$ cat config.mk
export PLATFORM = sky130hd
export DESIGN_NAME = v3n_lane
export DESIGN_NICKNAME = d
export VERILOG_FILES = /design/src/rtl/core/v3n_pkg.sv /design/src/rtl/core/v3n_lane.sv
export SDC_FILE = /design/constraint.sdc
export NUM_CORES = 2
export LEC_CHECK = 0
export ABC_CLOCK_PERIOD_IN_PS = 3760
export BUFFER_PORTS_ARGS = -buffer_cell sky130_fd_sc_hd__clkbuf_2
export CAP_MARGIN = 20
export CORE_MARGIN = 2
export CORE_UTILIZATION = 42
export DETAILED_ROUTE_END_ITERATION = 12
export SETUP_SLACK_MARGIN = 0.05
export SLEW_MARGIN = 20
export SYNTH_ARGS = -nofsm -noshare
export SYNTH_HDL_FRONTEND = slang
export SYNTH_SLANG_ARGS = --single-unit
$ cat constraint.sdc
create_clock -name clk -period 3.76 [get_ports clk]
set_input_delay 0.564 -clock clk [delete_from_list [all_inputs] [get_ports clk]]
set_output_delay 0.564 -clock clk [all_outputs]
set_load 0.05 [all_outputs]
$ cat src/rtl/core/v3n_pkg.sv
// ----------------------------------------------------------------------------
// v3n_pkg: shared types and constants for the vector normalizer
// Widths of the component, square-sum, root and quotient paths.
// ----------------------------------------------------------------------------
`default_nettype none

package v3n_pkg;

    localparam int COMPONENT_BITS       = 24;
    localparam int RESULT_FRACTION_BITS = 30;
    localparam int OUT_BITS             = 32;

    localparam int MAG_BITS  = COMPONENT_BITS;
    localparam int SQ_BITS   = 2 * MAG_BITS;
    localparam int SUM_BITS  = SQ_BITS + 2;
    localparam int ROOT_BITS = SUM_BITS / 2;
    localparam int Q_BITS    = RESULT_FRACTION_BITS + 1;

    // square root: one result bit per stage
    localparam int SQRT_STAGES = ROOT_BITS;
    // divider: one quotient bit per stage
    localparam int DIV_STAGES  = RESULT_FRACTION_BITS;

    typedef struct packed {
        logic signed [COMPONENT_BITS-1:0] comp_x;
        logic signed [COMPONENT_BITS-1:0] comp_y;
        logic signed [COMPONENT_BITS-1:0] comp_z;
    } v3n_in_t;

    typedef struct packed {
        logic signed [OUT_BITS-1:0] unit_x;
        logic signed [OUT_BITS-1:0] unit_y;
        logic signed [OUT_BITS-1:0] unit_z;
        logic                       was_zero;
    } v3n_out_t;

endpackage

`default_nettype wire

$ cat src/rtl/core/v3n_lane.sv
// ----------------------------------------------------------------------------
// v3n_lane: one component lane
// Pipelined restoring fraction divide mag*2^F/root, then sign applied.
// ----------------------------------------------------------------------------
`default_nettype none

module v3n_lane
    import v3n_pkg::*;
(
    input  wire logic                 clk,
    input  wire logic                 en,
    input  wire logic [MAG_BITS-1:0]  mag,
    input  wire logic                 neg,
    input  wire logic [ROOT_BITS-1:0] root,
    output logic signed [OUT_BITS-1:0] unit
);

    localparam int R_BITS = ROOT_BITS + 1;

    logic [R_BITS-1:0]    rem_reg  [DIV_STAGES+1];
    logic [Q_BITS-1:0]    q_reg    [DIV_STAGES+1];
    logic [ROOT_BITS-1:0] den_reg  [DIV_STAGES+1];
    logic                 neg_reg  [DIV_STAGES+1];
    logic                 full_reg [DIV_STAGES+1];
    logic signed [OUT_BITS-1:0] unit_reg;

    // mag <= root always; mag == root means exactly 1.0
    always_comb
    begin
        rem_reg[0]  = R_BITS'(mag);
        q_reg[0]    = '0;
        den_reg[0]  = root;
        neg_reg[0]  = neg;
        full_reg[0] = (ROOT_BITS'(mag) >= root);
    end

    for (genvar s = 0; s < DIV_STAGES; s++) begin : g_stage
        logic [R_BITS-1:0] rem_sh;
        always_comb
            rem_sh = {rem_reg[s][R_BITS-2:0], 1'b0};
        always_ff @(posedge clk)
        begin
            if (en)
            begin
                den_reg[s+1]  <= den_reg[s];
                neg_reg[s+1]  <= neg_reg[s];
                full_reg[s+1] <= full_reg[s];
                if (rem_sh >= R_BITS'(den_reg[s]))
                begin
                    rem_reg[s+1] <= rem_sh - R_BITS'(den_reg[s]);
                    q_reg[s+1]   <= {q_reg[s][Q_BITS-2:0], 1'b1};
                end
                else
                begin
                    rem_reg[s+1] <= rem_sh;
                    q_reg[s+1]   <= {q_reg[s][Q_BITS-2:0], 1'b0};
                end
            end
        end
    end

    logic [OUT_BITS-1:0] mag_q;
    always_comb
    begin
        if (full_reg[DIV_STAGES])
            mag_q = OUT_BITS'(64'd1 << RESULT_FRACTION_BITS);
        else
            mag_q = OUT_BITS'(q_reg[DIV_STAGES]);
    end

    always_ff @(posedge clk)
    begin
        if (en)
            unit_reg <= neg_reg[DIV_STAGES] ? -$signed(mag_q) : $signed(mag_q);
    end

    assign unit = unit_reg;

endmodule

`default_nettype wire

**After elaboration in Yosys (flattened, before gate mapping)**

Cells that the tools add are included.

- Order comparisons: 31
- Multiplexer cells: 61
- Add/sub/neg operators: 30

Operators with widths:

| kind | number |
|---|---|
| $ge A26 B25 Y1 | 29 |
| $mux W25 | 29 |
| $sub A25 B25 Y25 | 29 |
| $mux W32 | 1 |
| $neg A32 Y32 | 1 |
| $mux W31 | 1 |
| $mux W1 | 30 |
| $ge A24 B25 Y1 | 1 |
| $ge A25 B25 Y1 | 1 |

- Input port bits: 52
- Bits in registers: 2007
- Output and inout bits: 32
- Logic and storage cells: 300

**Depth between registers and ports, before layout**

- Depth after elaboration: 3
- Depth in mapped cells: 15

**Worst setup path before layout**

No wires, ideal clock.

- Kind: flip-flop to flip-flop
- From: register den_reg[75] in the netlist's numbering
- To: register rem_reg, in the netlist g_stage[28].rem_sh[10] (data pin)
- Slack: 0.197 ns
- Required time: 3.500 ns
- Path buffers: 1
- Data arrival time: 3.303 ns
- Period minus slack after synthesis: 3.563 ns
- Stages on the path, launching flop included: 13
- Path through: edfxtp_1 > fa_1 > nor2b_1 > o21ai_0 > a21boi_0 > o21ai_0 > o311ai_0 > nand2_1 > nor2_1 > nor2_1 > o31ai_2 > buf_2 > mux2_2

- Cells in the longest elaborated chain, start to end: 2
- Elaborated cells between the ends (all ways): 3
- Classes of those cells: add/sub (1); order compare (1); mux (1)

RTL lines:

| what | RTL line | RTL |
|---|---|---|
| start, declared | v3n_lane.sv:22 | `logic [ROOT_BITS-1:0] den_reg [DIV_STAGES+1];` |
| start signal, assigned by index | v3n_lane.sv:45 | `den_reg[s+1] <= den_reg[s];` |
| $sub A25 B25 Y25 or $ge A26 B25 Y1 (tied branches) | v3n_lane.sv:50, v3n_lane.sv:48 |  |
| $mux W25 (*) | v3n_lane.sv:48 | `if (rem_sh >= R_BITS'(den_reg[s]))` |
| end signal, assigned by index | v3n_lane.sv:50 | `rem_reg[s+1] <= rem_sh - R_BITS'(den_reg[s]);` |
| end signal, assigned by index | v3n_lane.sv:55 | `rem_reg[s+1] <= rem_sh;` |
| end, declared | v3n_lane.sv:20 | `logic [R_BITS-1:0] rem_reg [DIV_STAGES+1];` |

Mark *: on every way between the ends. The rest lies on a longest branch, timed or not.
A chain may end at the register's enable or synchronous reset.

**Worst setup path after layout**

- From: register den_reg[677] in the netlist's numbering
- To: register rem_reg, in the netlist g_stage[4].rem_sh[6] (data pin)

The elaborated chain is that of the path after synthesis.

==> reports/results.txt <==
The worst setup path is launched from a register. Synthesis produced a netlist whose cell count is 8,849. The clock arrives with 0.0598 ns of skew. The tools report the number of antenna violations at the first check in global routing as 7. In the layout the commonest cells are sky130_fd_sc_hd__edfxtp_1, sky130_fd_sc_hd__inv_1, sky130_fd_sc_hd__ha_1. The overall power consumption was 104 mW; the sequential-to-total area share from yosys stat was 56.5%. For the number of nets in the layout, the log shows 10,200. The tools report the number of global-route vias before repair as 67,400. The longest clock path from root to sink contains 3 buffers.

The number of nets handed over by synthesis was 9,704. The tools report the maximum number of pins on one net before global-route repair as 148. For this run, the total global-route usage over all layers was measured as 18.5%.

By area the synthesized netlist is led by sky130_fd_sc_hd__edfxtp_1, sky130_fd_sc_hd__ha_1, sky130_fd_sc_hd__mux2_2. For this block, the initial DRC count from the detailed router was 5,608. The top fanout value on the critical path is 26. The logs give 378 mm for the wire length of the first global-routing pass and 185 for the number of cell rows.

The worst-case IR drop observed on VDD is 0.000492 V. The die is 508 microns tall. The share of the synthesized area in the top cell type works out to 56.5%. The leading cell type in the layout, fill and taps excluded was sky130_fd_sc_hd__edfxtp_1. The clock net in this run drives a total of 2,007 sinks.

In this run the worst setup path begins at den_reg[677]. After legalization and detailed placement, the total HPWL measured 182 mm. The worst pin sits at a relative slew slack of 45.4%. The area growth from synthesis to final layout is 14.1%, and the total of buffers placed on input and output ports is 83. At the pin with the least slew margin, the transition time is 0.798 ns. The data arrival time of the critical path came out at 4.30 ns. The clock root buffer is sky130_fd_sc_hd__clkbuf_16.

The run gives 12,400 as the number of placed cells counting well taps. Setup repair after global routing could not meet its margin everywhere. Die footprint: 258,000 sq um. The register-to-register setup slack was 0.09 ns; the CTS clock-pin slew for the worst setup and hold paths was 0.06 ns.

Start-to-end type of the worst setup path: reg2reg. Routability-driven placement finished with a final weighted congestion of 0.905. The final worst-path cycle share was 97.6%.

Clock tree synthesis inserted a total of 218 buffers. The tools report the highest clock rate as 0.272 GHz. The count of nets left with antenna violations once routing finished came out at 0. After detailed placement, the total cell area comes to 113,000 sq um. The tools report the clock latency of the later-clocked register in the worst-skew pair as 0.91 ns.

Each instance of the synthesized netlist takes up on average 12.1 sq um. The detailed router placed 68,800 vias in this run. For the worst setup path, the data required time is 4.39 ns.

The count of warnings emitted by yosys is 0, and the wire length per cell is 19.0 microns. The share of flip-flops with an asynchronous set or reset works out to 0%. The tightest min-delay check is of the in2reg type. The total power density per cell area is 851 nW/um^2. The number of non-filler instances in the completed layout was 12,900; the number of enable-type register cells in the synthesized netlist was 2,007. The number of different library cells used by synthesis comes to 87. Setup violations remaining at the end of the flow were counted as 0. After detailed routing, the number of remaining DRC violations is 0. The die is 508 microns wide. The tools report the reported max-cap violation count as 0.

84 I/O pins were placed. The ratio of routed vias to standard cells works out to 5.34. The number of cells on the worst reg-to-reg path is 13. The run gives 0 as the number of hold violations in the final report.

The tools report the end point of the critical path as g_stage[4].rem_sh[6]. For the post-layout instance area, the log shows 122,000 sq um. The number of slew-limit violations in the final report is 0. The initial utilization of the core area, before any placement, comes to 42.1%.

Among all flip-flop cells after synthesis, the most frequent one is sky130_fd_sc_hd__edfxtp_1. The largest total area in the synthesized netlist belongs to sky130_fd_sc_hd__edfxtp_1. The worst hold path begins at mag[23]. The first detailed-routing pass ran for 8 iterations.

The synthesized design contains 2,007 register bits. The H-tree was split into 4 levels. The routed design could run at a clock period as short as 3.67 ns. After global routing the overflow that remains totals 0. The floorplan step defined a core boundary enclosing 253,000 sq um. Cells with a size suffix above 1 make up 12.6% of the layout.

In this run the critical register-to-register path is captured at g_stage[4].rem_sh[6]. The tools report the endpoint type of the worst setup path as a register. For the summed instance area of the synthesized netlist, the log shows 107,000 sq um.

The run gives 49.0 nW as the static leakage power. The run gives 244 mm as the total length of routed wires. The run finished with clean final reports. The origin of the critical flop-to-flop path was den_reg[677].

TritonCTS built the clock tree.
==> repair_timing <==
action	4_1_cts	5_1_grt
hold endpoints to repair	30	0
endpoints found under the setup margin	47	400
hold buffers	30	0
buffers inserted	2	33
resized for setup	7	77
gates cloned	0	13
pin swaps	1	25
==> report_power, final <==
| part | internal [mW] | switching (mW) |
|---|---|---|
| clock network | 12.4 | 9.10 |
| registers | 32.7 | 3.66 |
| logic | 21.3 | 24.4 |
==> critical path: stages, from the launching register on <==
cell	delay, ns
sky130_fd_sc_hd__edfxtp_1	0.39
sky130_fd_sc_hd__inv_2	0.10
sky130_fd_sc_hd__ha_4	0.21
sky130_fd_sc_hd__nor2b_1	0.14
sky130_fd_sc_hd__o31a_1	0.27
sky130_fd_sc_hd__o41a_1	0.38
sky130_fd_sc_hd__a21o_1	0.24
sky130_fd_sc_hd__a41o_1	0.28
sky130_fd_sc_hd__o21ba_4	0.24
sky130_fd_sc_hd__o211ai_1	0.18
sky130_fd_sc_hd__nand2_1	0.12
sky130_fd_sc_hd__a211oi_4	0.28
sky130_fd_sc_hd__buf_12	0.22
sky130_fd_sc_hd__mux2_2	0.36
==> layout make-up <==
class                   instances  area [sq um]
clock inverters               145          1700
diodes                          3          7.51
repair buffers                412          3690
flip-flops and latches       2007         60300
inverters                     928          3480
multi-input cells            5763         42800
well taps                    3366          4210
clock buffers                 261          5620
fillers                     22400        131000
==> synth_stat cells (121+ instances only) <==
master	instances
sky130_fd_sc_hd__xor2_1	235
sky130_fd_sc_hd__a21oi_1	674
sky130_fd_sc_hd__nor2b_1	121
sky130_fd_sc_hd__a21o_1	301
sky130_fd_sc_hd__edfxtp_1	2007
sky130_fd_sc_hd__ha_1	774
sky130_fd_sc_hd__nor3_1	128
sky130_fd_sc_hd__inv_1	927
sky130_fd_sc_hd__o21a_1	130
sky130_fd_sc_hd__o21ai_0	457
sky130_fd_sc_hd__nand2_1	464
sky130_fd_sc_hd__nand3_1	136
sky130_fd_sc_hd__mux2_2	355
sky130_fd_sc_hd__xnor2_1	374
sky130_fd_sc_hd__nor2_1	529
==> logic make-up after synthesis <==
logic type / after synthesis / share of synthesized area, %
muxes: 392 / 4.11
DFF: 2007 / 56.5
and+or+nand+nor: 1860 / 8.39
buffers and inverters: 1080 / 3.85
AOI/OAI and AO/OA: 2098 / 12.5
xor gates and xnor gates: 609 / 5.00
adders and majority gates: 803 / 9.62
==> layer usage <==
layer  GRT usage (%)  vias to the layer above  part of all wire, %
li1                -                    33600                    -
met1            25.4                    33300                   46
met2            30.4                     1552                   47
met3            2.57                      380                  4.6
met4            5.20                        2                  2.6
met5               0                        -               0.0053
==> worst min-delay path by stage <==
stage	end	slack [ns]	cells past startpoint
global placement	neg_reg[8]	0.40	0
finish	g_stage[1].rem_sh[25]	0.08	2
global route	g_stage[1].rem_sh[25]	0.03	2
detailed placement	full_reg[0]	0.40	0
floorplan	full_reg[0]	0.40	0
CTS	g_stage[1].rem_sh[13]	0.002	2
==> stage by stage <==
| step | utilization [%] | hold WS [ns] | TNS [ns] | setup WS, ns |
|---|---|---|---|---|
| after CTS | 47.7 | 0.00157 | 0 | 0.0572 |
| after detailed placement | 44.7 | 0.405 | -0.720 | -0.0903 |
| after floorplan | - | 0.400 | 0 | 0.197 |
| after global placement | 44.7 | 0.400 | -0.0168 | -0.0168 |
| final | 48.1 | 0.0779 | 0 | 0.0893 |
| after global routing | 48.1 | 0.0290 | -0.203 | -0.0216 |
(Power assumes the default switching activity.)
