### src/rtl/core/v3n_pkg.sv
// ----------------------------------------------------------------------------
// v3n_pkg: shared types and constants for the vector normalizer
// Widths of the component, square-sum, root and quotient paths.
// ----------------------------------------------------------------------------
`default_nettype none

package v3n_pkg;

    localparam int COMPONENT_BITS       = 24;
    localparam int RESULT_FRACTION_BITS = 30;
    localparam int OUT_BITS             = 32;

    localparam int MAG_BITS  = COMPONENT_BITS;
    localparam int SQ_BITS   = 2 * MAG_BITS;
    localparam int SUM_BITS  = SQ_BITS + 2;
    localparam int ROOT_BITS = SUM_BITS / 2;
    localparam int Q_BITS    = RESULT_FRACTION_BITS + 1;

    // square root: one result bit per stage
    localparam int SQRT_STAGES = ROOT_BITS;
    // divider: one quotient bit per stage
    localparam int DIV_STAGES  = RESULT_FRACTION_BITS;

    typedef struct packed {
        logic signed [COMPONENT_BITS-1:0] comp_x;
        logic signed [COMPONENT_BITS-1:0] comp_y;
        logic signed [COMPONENT_BITS-1:0] comp_z;
    } v3n_in_t;

    typedef struct packed {
        logic signed [OUT_BITS-1:0] unit_x;
        logic signed [OUT_BITS-1:0] unit_y;
        logic signed [OUT_BITS-1:0] unit_z;
        logic                       was_zero;
    } v3n_out_t;

endpackage

`default_nettype wire

### src/rtl/core/v3n_sqrt.sv
// ----------------------------------------------------------------------------
// v3n_sqrt: pipelined floor square root
// One root bit per stage, restoring method; side data rides along.
// ----------------------------------------------------------------------------
`default_nettype none

module v3n_sqrt
    import v3n_pkg::*;
(
    input  wire logic                clk,
    input  wire logic                rst_n,
    input  wire logic                en,
    input  wire logic                in_valid,
    input  wire logic [SUM_BITS-1:0] in_sum,
    input  wire logic [3*MAG_BITS+3:0] in_side,
    output logic                     out_valid,
    output logic [ROOT_BITS-1:0]     out_root,
    output logic [3*MAG_BITS+3:0]    out_side
);

    localparam int SIDE_BITS = 3 * MAG_BITS + 4;

    logic [SQRT_STAGES:0]  vld_reg;
    logic [SUM_BITS-1:0]   rad_reg  [SQRT_STAGES+1];
    logic [ROOT_BITS+1:0]  rem_reg  [SQRT_STAGES+1];
    logic [ROOT_BITS-1:0]  root_reg [SQRT_STAGES+1];
    logic [SIDE_BITS-1:0]  side_reg [SQRT_STAGES+1];

    always_comb
    begin
        vld_reg[0]  = in_valid;
        rad_reg[0]  = in_sum;
        rem_reg[0]  = '0;
        root_reg[0] = '0;
        side_reg[0] = in_side;
    end

    for (genvar s = 0; s < SQRT_STAGES; s++) begin : g_stage
        logic [ROOT_BITS+1:0] rem_sh;
        logic [ROOT_BITS+1:0] trial;
        always_comb
        begin
            rem_sh = {rem_reg[s][ROOT_BITS-1:0], rad_reg[s][SUM_BITS-1 -: 2]};
            trial  = {root_reg[s], 2'b01};
        end
        always_ff @(posedge clk or negedge rst_n)
        begin
            if (!rst_n)
                vld_reg[s+1] <= 1'b0;
            else if (en)
                vld_reg[s+1] <= vld_reg[s];
        end
        always_ff @(posedge clk)
        begin
            if (en)
            begin
                rad_reg[s+1]  <= {rad_reg[s][SUM_BITS-3:0], 2'b00};
                side_reg[s+1] <= side_reg[s];
                if (rem_sh >= trial)
                begin
                    rem_reg[s+1]  <= rem_sh - trial;
                    root_reg[s+1] <= {root_reg[s][ROOT_BITS-2:0], 1'b1};
                end
                else
                begin
                    rem_reg[s+1]  <= rem_sh;
                    root_reg[s+1] <= {root_reg[s][ROOT_BITS-2:0], 1'b0};
                end
            end
        end
    end

    assign out_valid = vld_reg[SQRT_STAGES];
    assign out_root  = root_reg[SQRT_STAGES];
    assign out_side  = side_reg[SQRT_STAGES];

endmodule

`default_nettype wire

### config.mk
export PLATFORM = sky130hd
export DESIGN_NAME = v3n_sqrt
export DESIGN_NICKNAME = d
export VERILOG_FILES = /design/src/rtl/core/v3n_pkg.sv /design/src/rtl/core/v3n_sqrt.sv
export SDC_FILE = /design/constraint.sdc
export NUM_CORES = 2
export LEC_CHECK = 0
export ABC_AREA = 1
export BUFFER_PORTS_ARGS = -buffer_cell sky130_fd_sc_hd__buf_2
export CAP_MARGIN = 10
export CORE_ASPECT_RATIO = 2
export CORE_MARGIN = 3
export CORE_UTILIZATION = 41
export CTS_BUF_LIST = sky130_fd_sc_hd__clkbuf_16
export DETAILED_ROUTE_END_ITERATION = 8
export SLEW_MARGIN = 20
export SYNTH_ARGS = -nofsm -noshare
export SYNTH_HDL_FRONTEND = slang
export SYNTH_SLANG_ARGS = --single-unit
### constraint.sdc
create_clock -name clk -period 7.2 [get_ports clk]
set_input_delay 1.44 -clock clk [delete_from_list [all_inputs] [get_ports clk]]
set_output_delay 1.44 -clock clk [all_outputs]
set_load 0.05 [all_outputs]
# Yosys cells after proc, flatten, opt, wreduce, memory -nomap -nowiden
# Cells that the tools add are included.
[totals]
ff_bits = 3428
input_bits = 130
output_inout_bits = 102
wordCells = 222
[op_classes]
n_addsub = 24
n_lt_le_gt_ge = 25
muxes = 49
[ops]
columns = ["op", "count"]
rows = [
  ["two-way mux 25 bit", 23],
  [">= comparator 27 x 10 -> 1 bit", 1],
  [">= comparator 27 x 11 -> 1 bit", 1],
  [">= comparator 27 x 12 -> 1 bit", 1],
  [">= comparator 27 x 13 -> 1 bit", 1],
  [">= comparator 27 x 14 -> 1 bit", 1],
  [">= comparator 27 x 15 -> 1 bit", 1],
  [">= comparator 27 x 16 -> 1 bit", 1],
  [">= comparator 27 x 17 -> 1 bit", 1],
  [">= comparator 27 x 18 -> 1 bit", 1],
  [">= comparator 27 x 19 -> 1 bit", 1],
  [">= comparator 27 x 20 -> 1 bit", 1],
  [">= comparator 27 x 21 -> 1 bit", 1],
  [">= comparator 27 x 22 -> 1 bit", 1],
  [">= comparator 27 x 23 -> 1 bit", 1],
  [">= comparator 27 x 24 -> 1 bit", 1],
  [">= comparator 27 x 25 -> 1 bit", 1],
  [">= comparator 27 x 26 -> 1 bit", 1],
  [">= comparator 27 x 3 -> 1 bit", 1],
  [">= comparator 27 x 4 -> 1 bit", 1],
  [">= comparator 27 x 5 -> 1 bit", 1],
  [">= comparator 27 x 6 -> 1 bit", 1],
  [">= comparator 27 x 7 -> 1 bit", 1],
  [">= comparator 27 x 8 -> 1 bit", 1],
  ["other kinds (28)", 52],
]

# Logic depth before layout (Yosys ltp)
[depth]
word_depth = 2
depth_mapped = 15
mapped_depth_nobuf = 14

# Worst setup path before layout
# No wires, ideal clock.
[synth_path]
path_type = "reg-to-reg"
startpoint = "reg rem_reg (netlist bit g_stage[2].rem_sh[2])"
endpoint = "reg rem_reg (netlist bit g_stage[3].rem_sh[12]) (data pin)"
setup_time_ns = 0.269
arrival_ns = 2.000
required_ns = 6.931
path_slack_ns = 4.931
stages_incl_launch_ff = 14
cell_sequence = "edfxtp_1 > ha_1 > inv_1 > a21oi_1 > o21ai_0 > nand2_1 > nor2_1 > nand2_1 > nor2_1 > ha_1 > nand2_2 > inv_2 > clkbuf_2 > o21ai_0"
[synth_via]
elab_chain_len = 2
[synth_lines]
columns = ["element", "line", "source"]
rows = [
  ["start, declared", "v3n_sqrt.sv:25", "logic [ROOT_BITS+1:0] rem_reg [SQRT_STAGES+1];"],
  ["start signal, assigned by index", "v3n_sqrt.sv:61", "rem_reg[s+1] <= rem_sh - trial;"],
  ["start signal, assigned by index", "v3n_sqrt.sv:66", "rem_reg[s+1] <= rem_sh;"],
  ["subtractor 25 x 4 -> 25 bit / >= comparator 27 x 4 -> 1 bit (equally long branches)", "v3n_sqrt.sv:61, v3n_sqrt.sv:59", ""],
  ["two-way mux 25 bit *", "v3n_sqrt.sv:59", "if (rem_sh >= trial)"],
]
# Mark *: on every way between the ends. The rest lies on a longest branch, timed or not.
# A chain may end at the register's enable or synchronous reset.

# Worst setup path after layout
[layout_path]
startpoint = "reg root_reg (netlist bit g_stage[18].trial[9])"
endpoint = "reg rem_reg (netlist bit g_stage[19].rem_sh[19]) (data pin)"
[layout_via]
elab_chain_len = 2
[layout_lines]
columns = ["element", "line", "source"]
rows = [
  ["start, declared", "v3n_sqrt.sv:26", "logic [ROOT_BITS-1:0] root_reg [SQRT_STAGES+1];"],
  ["start signal, assigned by index", "v3n_sqrt.sv:62", "root_reg[s+1] <= {root_reg[s][ROOT_BITS-2:0], 1'b1};"],
  ["start signal, assigned by index", "v3n_sqrt.sv:67", "root_reg[s+1] <= {root_reg[s][ROOT_BITS-2:0], 1'b0};"],
  ["subtractor 25 x 20 -> 25 bit / >= comparator 27 x 20 -> 1 bit (equally long branches)", "v3n_sqrt.sv:61, v3n_sqrt.sv:59", ""],
  ["two-way mux 25 bit *", "v3n_sqrt.sv:59", ""],
]
# Marked as above.

==> results by group <==
Status
  • Outcome: finished clean

Global routing
  • Initial antenna violation count: 40
  • Total track usage: 0.211
  • Largest net degree at the start of global routing: 203
  • Met2 Track Usage GR: 0.411
  • GRT met1 Usage: 0.145
  • Vias in the first global route: 83100
  • Grt peak-use layer: met2
  • Met3 usage: 0.0444
  • First-pass GRT wire length: 526000 um
  • Grt total ovfl: 0

Timing
  • Final Max Tran Viols: 0
  • Worst-margin pin slew: 1050 ps
  • Slew margin rel.: 0.293
  • Count of final hold-check violations: 0
  • Final Setup Violations: 0
  • Final Skew: 68.0 ps
  • RSZ-0062 raised after global routing: no
  • FMAX: 258 MHz
  • Min Tclk post-route: 3880 ps
  • Final setup TNS: 0 ps
  • Final Cycle Share: 0.539

Clock network
  • Clock sink count: 3404
  • CTS buffer count: 315
  • Worst-path clk slew: 60 ps
  • Post-CTS resize count: 0
  • CTS tree: built
  • Cts hold-fix bufs: 0
  • H-tree depth: 5
  • Clk_lat worst skew: 930 ps
  • CTS Root Buffer Type: clkbuf_16
  • Setup Buffers After CTS: 0
  • CTS max path bufs: 4

Detailed routing
  • Routed WL: 368000 um
  • DRC Markers: 0
  • 1st-iter DRT viols: 4684
  • Routed vias/inst: 4.86
  • Pre-antenna DRT Iters: 5
  • DR vias: 80500
  • Routed WL per cell: 22.2 um
  • Antenna Nets Post-Route: 0

Layout
  • Nets: 12400
  • Final instance area: 157000 um2
  • Layout cells sized above 1: 0.0798
  • Synthesis-to-finish area growth: 12.0%
  • Number of flip-flops in the largest register: 1824

Power and ir drop
  • Power per Cell Area: 307 nW/um2
  • Max IR drop VDD: 249 uV
  • Leak Pwr: 0.0638 uW

Floorplan
  • CORE AREA: 339000 um2
  • Die W: 419 um
  • Die height: 832 um
  • Initial Util: 0.413
  • I/O pin count: 232
  • Placement row count: 302
  • Die Area: 349000 um2

Worst setup path
  • Worst-path cell chain: inv_1 -> ha_1 -> nand2_1 -> inv_1 -> nand2_1 -> nand2_1 -> inv_1 -> nand3_2 -> nand2_2 -> nand3_2 -> nand3_1 -> nand2_1
  • Crit Path Class: flop to flop
  • Critical Path RT: 7820 ps
  • CP Launch Type: flop
  • Worst-path fanout max: 22
  • Arrival time at the worst endpoint: 4500 ps
  • Most frequent cell on the critical path: nand2_1
  • Slowest cell on crit path: edfxtp_1
  • Max incr delay on CP: 640 ps
  • Critical Path Sink Type: flop

Placement
  • Placed inst area: 146000 um2
  • Port Buf Inserts: 231
  • Hpwl dp: 277000 um
  • Routability cong.: 1.03

Logic synthesis
  • Synth top cells by count: 3379 x edfxtp_1, 3298 x nand2_1, 1677 x inv_1
  • Post-synth cell types: 55
  • Mean Syn Cell Area: 12.3 um2
  • Post-Synthesis Cells: 11400
  • Ys async rst share: 0.00734
  • Post-synth top area cell: edfxtp_1
  • Cell with the most instances after synthesis: edfxtp_1
  • #FFs+latches synth: 3404
  • Yosys top cell area share: 0.725
  • Largest cells by area after synthesis: edfxtp_1 73%, nand2_1 8.8%, inv_1 4.5%, ha_1 3.1%, nor2_1 2.1%
  • Syn Std Cell Area: 140000 um2
  • Syn. warnings: 0
  • Main synth FF type: edfxtp_1
  • Number of synthesized flops with an enable pin: 3379
  • Sequential-to-total area share from yosys stat: 0.730
  • Syn Nets: 11900

Worst hold path
  • Min-Delay Path Class: flop to flop

Flow run
  • # Max-Cap Violations: 0
power by group:
group	internal [uW]	switching, uW	total (uW)
logic	1860	4770	6630
registers	23700	829	24500
clock network	9650	7340	17000
cells in the final DEF, fill, tap and decap left out, types with 13 or more instances in the layout:
cell type,Yosys,layout
inv_1,1677,1719
nand2_2,44,44
diode_2,0,31
edfxtp_1,3379,3379
o21ai_0,123,122
nor3_1,60,60
or2_2,18,18
xnor2_1,40,40
nor2_1,773,771
nor2_2,42,44
clkinv_1,1,59
nand3b_1,79,79
inv_6,0,13
bufinv_16,0,39
clkinv_2,0,42
clkbuf_16,0,324
buf_12,1,20
nand2_1,3298,3298
clkinvlp_4,0,25
xor2_1,173,173
dfrtp_1,25,25
o21ai_1,35,35
o21bai_1,13,13
a21oi_2,32,32
and2_1,17,17
buf_4,95,56
ha_1,349,349
nand3_1,520,520
nand4_1,191,191
a21oi_1,284,284
buf_2,20,230
path summary, 6_finish.rpt:
check	from	to	slack [ps]	depth (start not counted)
setup / recovery	g_stage[18].trial[9]	g_stage[19].rem_sh[19]	3320	12
hold / removal	side_reg[1679]	side_reg[1603]	350	0
setup reg to reg	g_stage[18].trial[9]	g_stage[19].rem_sh[19]	3320	12
hold reg to reg	side_reg[1679]	side_reg[1603]	350	0
max in group asynchronous	rst_n	vld_reg[19]	6300	1
min in group asynchronous	rst_n	vld_reg[8]	520	1
kinds of logic (layout without fill, tap and decap cells):
kind of cell    count (synthesis)  count (layout)  share of synthesized area
simple gates                 5088            5088                      0.151
flops                        3404            3404                      0.730
buf+inv                      1851            2566                     0.0544
compound gates                510             510                     0.0201
fa+ha+maj                     349             349                     0.0312
xor+xnor                      213             213                     0.0133
other cells                     1              32                  0.0000268
mux                             1               1                  0.0000805
layer usage:
layer / wire, um / vias up
met2: 207000 / 2095
met5: 54 / -
met3: 15600 / 1468
li1: - / 39200
met1: 94000 / 37700
met4: 52100 / 8
critical path, delay by kind of cell (launching register included):
family / cells / cell delay, ps
fa+ha+maj: 1 / 430
buf+inv: 3 / 290
flops: 1 / 640
simple gates: 8 / 2200
metrics by stage:
step / instances / total power, uW / setup WS, ps / hold WS, ps / util
after detailed placement: 16000 / 31500 / 3370 / 405 / 0.431
final: 16600 / 48200 / 3320 / 354 / 0.462
after global placement: 16000 / 31400 / 3390 / 400 / 0.431
after global routing: 16600 / 50300 / 3160 / 352 / 0.462
after CTS: 16500 / 48700 / 3640 / 343 / 0.462
after floorplan: 11400 / 28700 / 4930 / 400 / -
cell type report:
type,count,area (um2)
diodes,31,77.6
well taps,4408,5520
fillers,30600,182000
clock buffers,324,8110
inverters,1692,6360
multi-input cells,6162,30200
repair buffers,307,2000
flip-flops and latches,3404,102000
clock inverters,243,2360
(Power assumes the default switching activity.)
